<file path="src/rtl/sbusrx_pkg.sv">
// Shared types and constants for the serial bus frame receiver.
package sbusrx_pkg;

    localparam logic [7:0]  START_BYTE    = 8'h0F;
    localparam logic [4:0]  FRAME_LEN     = 5'd25;
    localparam int          STORE_DEPTH   = 23;
    localparam int          BYTE_W        = 8;
    localparam int          CHAN_W        = 11;
    localparam logic [4:0]  NUM_PACKED    = 5'd16;
    localparam logic [4:0]  DIGITAL_CH_A  = 5'd16;
    localparam logic [4:0]  LAST_CHANNEL  = 5'd17;
    localparam logic [10:0] DIGITAL_LOW   = 11'd173;
    localparam logic [10:0] DIGITAL_HIGH  = 11'd1812;
    localparam logic [11:0] PULSE_OFFSET  = 12'd880;
    localparam logic [15:0] GAP_RESET     = 16'd3500;

    localparam int FLAG_CH16        = 0;
    localparam int FLAG_CH17        = 1;
    localparam int FLAG_SIGNAL_LOSS = 2;
    localparam int FLAG_FAILSAFE    = 3;

    typedef enum logic [2:0] {
        ST_IDLE,
        ST_READ,
        ST_SHIFT,
        ST_CALC,
        ST_OUT
    } state_t;

endpackage

</file>
<file path="src/rtl/sbusrx_ram.sv">
// Generic single-port-write, single-port-read RAM with registered read data.
module sbusrx_ram
    import sbusrx_pkg::*;
#(
    parameter int WIDTH = BYTE_W,
    parameter int DEPTH = STORE_DEPTH
)
(
    input  logic                     clk,
    input  logic                     wr_en,
    input  logic [$clog2(DEPTH)-1:0] wr_addr,
    input  logic [WIDTH-1:0]         wr_data,
    input  logic                     rd_en,
    input  logic [$clog2(DEPTH)-1:0] rd_addr,
    output logic [WIDTH-1:0]         rd_data
);

    logic [WIDTH-1:0] mem [DEPTH];

    always_ff @(posedge clk)
    begin
        if (wr_en)
        begin
            mem[wr_addr] <= wr_data;
        end
        if (rd_en)
        begin
            rd_data <= mem[rd_addr];
        end
    end

endmodule

</file>
<file path="src/rtl/sbus_frame_receiver.sv">
// Serial bus frame receiver: collects 25-byte frames and emits 18 channel items.
// Bytes are taken one per cycle while no frame is being unpacked.
// After the 25th byte, the frame store is read back one byte at a time
// through a shift accumulator; the burst of 18 items can be held up by any
// output stall, and no byte is taken meanwhile.
// Reset (asynchronous, active low) clears position and start time and loads the gap limit with 3500.
module sbus_frame_receiver
    import sbusrx_pkg::*;
(
    input  logic        clk,
    input  logic        rst_n,
    input  logic        cfg_wr_en,
    input  logic [15:0] cfg_wr_data,
    input  logic        in_valid,
    output logic        in_stall,
    input  logic [7:0]  rx_byte,
    input  logic [31:0] time_us,
    output logic        out_valid,
    input  logic        out_stall,
    output logic [4:0]  channel_index,
    output logic [10:0] raw_value,
    output logic [11:0] pulse_width,
    output logic        failsafe,
    output logic        signal_lost,
    output logic        last
);

    localparam int AW = $clog2(STORE_DEPTH);
    localparam logic [4:0] LAST_STORE_POS = 5'(STORE_DEPTH);

    state_t      state_reg, state_next;
    logic [4:0]  pos_reg, pos_next;
    logic [31:0] start_reg, start_next;
    logic [15:0] gap_reg, gap_next;
    logic [7:0]  flags_reg, flags_next;
    logic [17:0] acc_reg, acc_next;
    logic [4:0]  nbits_reg, nbits_next;
    logic [AW-1:0] rd_addr_reg, rd_addr_next;
    logic [4:0]  ch_reg, ch_next;
    logic [4:0]  idx_reg, idx_next;
    logic [10:0] raw_reg, raw_next;
    logic [11:0] pulse_reg, pulse_next;
    logic        last_reg, last_next;

    logic [31:0] diff;
    logic        gap_expired;
    logic [4:0]  pos_eff;
    logic        in_accept;
    logic        take;
    logic        frame_done;
    logic        ram_we;
    logic        ram_re;
    logic [AW-1:0] ram_waddr;
    logic [7:0]  ram_rd_data;
    logic [10:0] raw_sel;
    logic [13:0] times5;
    logic [4:0]  nbits_added;
    logic [4:0]  ch_inc;

    sbusrx_ram #(
        .WIDTH (BYTE_W),
        .DEPTH (STORE_DEPTH)
    ) u_store (
        .clk     (clk),
        .wr_en   (ram_we),
        .wr_addr (ram_waddr),
        .wr_data (rx_byte),
        .rd_en   (ram_re),
        .rd_addr (rd_addr_reg),
        .rd_data (ram_rd_data)
    );

    // Only a positive wrapped difference beyond the limit restarts the frame.
    assign diff        = time_us - start_reg;
    assign gap_expired = !diff[31] && (diff > {16'd0, gap_reg});
    assign pos_eff     = gap_expired ? 5'd0 : pos_reg;
    assign in_accept   = in_valid && !in_stall;
    assign take        = in_accept && (pos_eff != 5'd0 || rx_byte == START_BYTE)
                         && (pos_eff < FRAME_LEN);
    assign frame_done  = take && (pos_eff == FRAME_LEN - 5'd1);
    assign ram_waddr   = AW'(pos_eff - 5'd1);
    assign nbits_added = nbits_reg + 5'd8;
    assign ch_inc      = ch_reg + 5'd1;

    always_comb
    begin
        if (ch_reg < NUM_PACKED)
        begin
            raw_sel = acc_reg[CHAN_W-1:0];
        end
        else if (ch_reg == DIGITAL_CH_A)
        begin
            raw_sel = flags_reg[FLAG_CH16] ? DIGITAL_HIGH : DIGITAL_LOW;
        end
        else
        begin
            raw_sel = flags_reg[FLAG_CH17] ? DIGITAL_HIGH : DIGITAL_LOW;
        end
    end

    assign times5 = {3'b000, raw_sel} + {1'b0, raw_sel, 2'b00};

    // Next state.
    always_comb
    begin
        state_next = state_reg;
        unique case (state_reg)
            ST_IDLE:
            begin
                if (frame_done)
                begin
                    state_next = ST_READ;
                end
            end
            ST_READ:
            begin
                state_next = ST_SHIFT;
            end
            ST_SHIFT:
            begin
                state_next = (nbits_added >= 5'(CHAN_W)) ? ST_CALC : ST_READ;
            end
            ST_CALC:
            begin
                state_next = ST_OUT;
            end
            ST_OUT:
            begin
                if (!out_stall)
                begin
                    if (last_reg)
                    begin
                        state_next = ST_IDLE;
                    end
                    else if (ch_inc >= NUM_PACKED || nbits_reg >= 5'(CHAN_W))
                    begin
                        state_next = ST_CALC;
                    end
                    else
                    begin
                        state_next = ST_READ;
                    end
                end
            end
            default:
            begin
                state_next = ST_IDLE;
            end
        endcase
    end

    // Handshake and store control.
    always_comb
    begin
        in_stall  = (state_reg != ST_IDLE);
        out_valid = (state_reg == ST_OUT);
        ram_re    = (state_reg == ST_READ);
        ram_we    = take && (pos_eff != 5'd0) && (pos_eff <= LAST_STORE_POS);
    end

    // Datapath.
    always_comb
    begin
        pos_next     = pos_reg;
        start_next   = start_reg;
        gap_next     = cfg_wr_en ? cfg_wr_data : gap_reg;
        flags_next   = flags_reg;
        acc_next     = acc_reg;
        nbits_next   = nbits_reg;
        rd_addr_next = rd_addr_reg;
        ch_next      = ch_reg;
        idx_next     = idx_reg;
        raw_next     = raw_reg;
        pulse_next   = pulse_reg;
        last_next    = last_reg;

        if (in_accept)
        begin
            pos_next = pos_eff;
        end
        if (take)
        begin
            if (pos_eff == 5'd0)
            begin
                start_next = time_us;
            end
            if (pos_eff == LAST_STORE_POS)
            begin
                flags_next = rx_byte;
            end
            pos_next = pos_eff + 5'd1;
        end
        if (frame_done)
        begin
            acc_next     = '0;
            nbits_next   = '0;
            rd_addr_next = '0;
            ch_next      = '0;
        end

        unique case (state_reg)
            ST_SHIFT:
            begin
                acc_next     = acc_reg | (18'(ram_rd_data) << nbits_reg);
                nbits_next   = nbits_added;
                rd_addr_next = rd_addr_reg + AW'(1);
            end
            ST_CALC:
            begin
                idx_next   = ch_reg;
                raw_next   = raw_sel;
                pulse_next = {1'b0, times5[13:3]} + PULSE_OFFSET;
                last_next  = (ch_reg == LAST_CHANNEL);
                if (ch_reg < NUM_PACKED)
                begin
                    acc_next   = acc_reg >> CHAN_W;
                    nbits_next = nbits_reg - 5'(CHAN_W);
                end
            end
            ST_OUT:
            begin
                if (!out_stall)
                begin
                    ch_next = ch_inc;
                end
            end
            default:
            begin
            end
        endcase
    end

    always_ff @(posedge clk or negedge rst_n)
    begin
        if (!rst_n)
        begin
            state_reg <= ST_IDLE;
            pos_reg   <= '0;
            start_reg <= '0;
            gap_reg   <= GAP_RESET;
        end
        else
        begin
            state_reg <= state_next;
            pos_reg   <= pos_next;
            start_reg <= start_next;
            gap_reg   <= gap_next;
        end
    end

    always_ff @(posedge clk)
    begin
        flags_reg   <= flags_next;
        acc_reg     <= acc_next;
        nbits_reg   <= nbits_next;
        rd_addr_reg <= rd_addr_next;
        ch_reg      <= ch_next;
        idx_reg     <= idx_next;
        raw_reg     <= raw_next;
        pulse_reg   <= pulse_next;
        last_reg    <= last_next;
    end

    assign channel_index = idx_reg;
    assign raw_value     = raw_reg;
    assign pulse_width   = pulse_reg;
    assign failsafe      = flags_reg[FLAG_FAILSAFE];
    assign signal_lost   = flags_reg[FLAG_SIGNAL_LOSS];
    assign last          = last_reg;

endmodule
</file>
<file path="config.mk">
export PLATFORM = sky130hd
export DESIGN_NAME = sbus_frame_receiver
export DESIGN_NICKNAME = d
export VERILOG_FILES = /design/src/rtl/sbusrx_pkg.sv /design/src/rtl/sbusrx_ram.sv /design/src/rtl/sbus_frame_receiver.sv
export SDC_FILE = /design/constraint.sdc
export NUM_CORES = 1
export LEC_CHECK = 0
export ABC_CLOCK_PERIOD_IN_PS = 17600
export BUFFER_PORTS_ARGS = -buffer_cell sky130_fd_sc_hd__buf_4
export CAP_MARGIN = 20
export CORE_MARGIN = 5
export CORE_UTILIZATION = 48
export CTS_CLUSTER_DIAMETER = 100
export DETAILED_ROUTE_END_ITERATION = 8
export PLACE_DENSITY = 0.63
export SLEW_MARGIN = 25
export SYNTH_ARGS = -nofsm -noshare
export SYNTH_HDL_FRONTEND = slang
export SYNTH_HIERARCHICAL = 1
export SYNTH_SLANG_ARGS = --single-unit
</file>
<file path="constraint.sdc">
create_clock -name clk -period 17.6 [get_ports clk]
set_clock_uncertainty 0.1 [all_clocks]
set_input_delay 0 -clock clk [delete_from_list [all_inputs] [get_ports clk]]
set_output_delay 0 -clock clk [all_outputs]
set_load 0.01 [all_outputs]
</file>
==> impl_summary.txt <==
----------------------------------------------------
[Detailed routing]
  Remaining antenna violation count after routing ... 0
  DRC ... 0
  Total wirelength of the detailed-routed design ... 36.6 mm
  Via/cell ratio ... 5.59
  Pre-Repair DR Iteration Count ... 5
  Drt first-iter violations ... 750
  Via total after detailed routing ... 11100
  Drt wl/cell ... 18.5 um

[Setup path]
  Required time worst endpoint ... 17.66 ns
  Worst R2R Start ... start_reg[9]$_DFFE_PN0P_
  Crit-path max FO ... 14
  Worst R2R End ... u_store/mem[20][1]$_DFFE_PP_
  Cell type group with the largest total delay on the critical path ... simple AND/OR/NAND/NOR gates
  Setup slack of the worst register-to-register path ... 10.66 ns
  Worst endpoint data arrival time ... 7.00 ns
  Crit path capture type ... flip-flop
  Slowest library cell on the worst path ... sky130_fd_sc_hd__or3b_2
  Crit path launch type ... flip-flop
  Crit path kind ... reg -> reg
  List of cells traversed by the critical path ... inv_1 -> ha_1 -> and4_1 -> o2bb2ai_1 -> or4_1 -> o21ai_2 -> xnor2_1 -> ha_1 -> nand4_1 -> or4_1 -> a211oi_1 -> nand4b_1 -> and4bb_1 -> a41o_1 -> nand2_1 -> ha_1 -> a221oi_1 -> or3b_2 -> nor2_1
  Cell seen most often among critical-path stages ... sky130_fd_sc_hd__ha_1
  Depth of the worst register-to-register path ... 19
  Largest stage delay on the critical path ... 0.62 ns
  Buffers & Inverters on Critical Path ... 1

[Power and ir drop]
  Leak pwr ... 0.00756 uW
  Peak VDD IR ... 0.0842 mV
  Power Density ... 90.7 nW/um2

[Floorplan]
  Die extent in x ... 192 um
  Floorplan die height ... 192 um
  Placeable core region ... 32600 um2
  # rows ... 66
  Io pins ... 94
  Initial Utilization ... 0.488
  Die area ... 36900 um2

[Timing]
  Worst rel slew slack ... 0.339
  Unrepaired setup endpoints after global routing ... no
  Worst hold slack ... -0.00481 ns
  Total negative slack for setup checks ... 0 ns
  Slew at the pin closest to its max-slew limit ... 0.990 ns
  Achievable frequency ... 0.144 GHz
  Count of endpoints failing setup in the final report ... 0
  Share of the cycle needed by the critical path after routing ... 0.394
  Period minus WS final ... 6.94 ns
  Final-report hold violation count ... 7
  Pins over their slew limit ... 0

[Synth]
  Yosys top cell area share ... 0.439
  Yosys warnings ... 6
  Fraction of registers with async set/reset ... 0.178
  Number of library cell types mapped by synthesis ... 90
  Net count after synthesis ... 1476
  Synthesized flop and latch total ... 314
  Number of synthesized flops with an enable pin ... 233
  Synthesized area divided by synthesized cell count ... 11.8 um2
  Leading cell types by total area after synthesis ... sky130_fd_sc_hd__edfxtp_1, sky130_fd_sc_hd__dfrtp_1, sky130_fd_sc_hd__mux2i_1
  Mapped cell area ... 15900 um2
  Area leader, netlist ... sky130_fd_sc_hd__edfxtp_1
  Syn Inst Count ... 1347
  Synth Flop Type ... sky130_fd_sc_hd__edfxtp_1
  Sequential cell area fraction in the yosys report ... 0.559

[Run status]
  Failing checks ... negative hold slack
  Run status ... finished with violations

[Global routing]
  Overall global routing resource usage ... 0.197
  Vias in the first global route ... 10700
  Total grt overflow ... 0
  Antenna violations before repair ... 0
  Maximum number of pins on one net before global-route repair ... 57
  First-pass GRT wire length ... 58.3 mm

[CTS]
  CTS Root Cell ... sky130_fd_sc_hd__clkbuf_16
  Clock Path Buffers ... 3
  CTS tree ... yes
  Htree depth ... 2
  Num Clock Sinks ... 314
  Clock slew at reported path FFs ... 0.06 ns
  Count of instances resized after the clock tree is built ... 0
  Number of buffers added by the clock tree synthesis step ... 35
  Clock latency reported for the late side of the worst-skew pair ... 0.53 ns

[Place]
  Routability-driven placement congestion ratio ... 0.877
  Buffers on Ports ... 93
  Hpwl dp ... 24.5 mm

[Cells and area]
  Most common cell after layout, fill and taps aside ... sky130_fd_sc_hd__edfxtp_1
  Antenna cells ... 0
  Final standard cell utilization of the core ... 0.582
  Most frequent cells in the layout ... sky130_fd_sc_hd__edfxtp_1, sky130_fd_sc_hd__nand2_1, sky130_fd_sc_hd__buf_4, sky130_fd_sc_hd__dlygate4sd3_1, sky130_fd_sc_hd__nor2_1
  # nets final ... 1642
  Number of flip-flops in the largest register ... 184
  Post-synthesis to final-layout area growth ... 19.1%
  Fraction of layout cells with a size suffix above 1 ... 0.120

[Hold path]
  Worst hold path type ... in -> async

[Job]
  # Max-Cap Violations ... 0

----------------------------------------------------
## cell families (layout without fill, tap and decap cells)
| kind of cell | after synthesis | count (layout) | share of synthesized area |
|---|---|---|---|
| AO/OA/AOI/OAI | 310 | 310 | 0.129 |
| AND/OR/NAND/NOR | 334 | 334 | 0.0997 |
| adder cells (fa/ha/maj) | 68 | 68 | 0.0544 |
| buffers and inverters | 145 | 337 | 0.0398 |
| flip-flops | 314 | 314 | 0.559 |
| XOR/XNOR | 44 | 44 | 0.0242 |
| multiplexers | 132 | 132 | 0.0939 |
## metal layers
metal,share of wire,GRT usage,routed length [um],vias up
li1,-,-,-,5373
met3,0.051,0.0262,1870,49
met4,0.022,0.0488,796,0
met2,0.47,0.323,17000,290
met5,0,0,0,-
met1,0.46,0.281,16900,5368
## cells in the mapped netlist, types with 11 or more instances
| master | number |
|---|---|
| sky130_fd_sc_hd__nor2b_1 | 11 |
| sky130_fd_sc_hd__xor2_1 | 15 |
| sky130_fd_sc_hd__dfrtp_1 | 49 |
| sky130_fd_sc_hd__nand4_1 | 15 |
| sky130_fd_sc_hd__edfxtp_1 | 233 |
| sky130_fd_sc_hd__ha_1 | 66 |
| sky130_fd_sc_hd__a21o_1 | 15 |
| sky130_fd_sc_hd__dfxtp_1 | 25 |
| sky130_fd_sc_hd__nand2_1 | 110 |
| sky130_fd_sc_hd__a21oi_1 | 87 |
| sky130_fd_sc_hd__buf_2 | 17 |
| sky130_fd_sc_hd__nor3_1 | 13 |
| sky130_fd_sc_hd__inv_1 | 86 |
| sky130_fd_sc_hd__o211ai_1 | 20 |
| sky130_fd_sc_hd__xnor2_1 | 29 |
| sky130_fd_sc_hd__nand2b_1 | 12 |
| sky130_fd_sc_hd__mux2_1 | 29 |
| sky130_fd_sc_hd__mux2i_1 | 85 |
| sky130_fd_sc_hd__a22oi_1 | 26 |
| sky130_fd_sc_hd__o21ai_0 | 62 |
| sky130_fd_sc_hd__nand3_1 | 37 |
| sky130_fd_sc_hd__nor2_1 | 89 |
| sky130_fd_sc_hd__clkbuf_1 | 25 |
## where the power goes
| group | internal (uW) | switching [uW] |
|---|---|---|
| Sequential | 806 | 5.06 |
| Combinational | 78.7 | 102 |
| Clock | 433 | 296 |
## how the worst max path moves through the flow
| stage | startpoint | endpoint | slack (ns) | depth (start not counted) |
|---|---|---|---|---|
| finish | start_reg[9]$_DFFE_PN0P_ | u_store/mem[20][1]$_DFFE_PP_ | 10.66 | 19 |
| detailed placement | start_reg[8]$_DFFE_PN0P_ | u_store/mem[20][6]$_DFFE_PP_ | 10.70 | 19 |
| CTS | start_reg[8]$_DFFE_PN0P_ | u_store/mem[20][1]$_DFFE_PP_ | 10.70 | 19 |
| floorplan | start_reg[12]$_DFFE_PN0P_ | u_store/mem[0][0]$_DFFE_PP_ | 11.39 | 23 |
| global route | start_reg[0]$_DFFE_PN0P_ | u_store/mem[20][0]$_DFFE_PP_ | 10.14 | 19 |
| global placement | start_reg[12]$_DFFE_PN0P_ | u_store/mem[16][6]$_DFFE_PP_ | 10.86 | 19 |
## timing repair
item / 4_1_cts / 5_1_grt
hold buffers: 90 / 0
endpoints found under the hold margin: 305 / 0
setup buffers: 0 / 0
## stage by stage
step / area, um2 / hold slack, ns / power, uW / setup WS (ns) / cells
floorplan: 15900 / -0.396 / 935 / 11.39 / 1347
global placement: 16900 / 0.00974 / 985 / 10.86 / 1828
detailed placement: 16900 / 0.0115 / 987 / 10.70 / 1828
CTS: 19000 / 0.00762 / 1740 / 10.70 / 1981
global route: 19000 / 0.0684 / 1790 / 10.14 / 1981
finish: 19000 / -0.00481 / 1720 / 10.66 / 1981
## area by class of cell
class	count	area, um2
clock buffers	41	908
clock inverters	22	251
fillers	2639	13600
inverters	86	323
well taps	442	553
multi-input cells	888	6390
repair buffers	188	1640
flip-flops and latches	314	8910
Note: power is estimated with default switching activity, not from simulation.
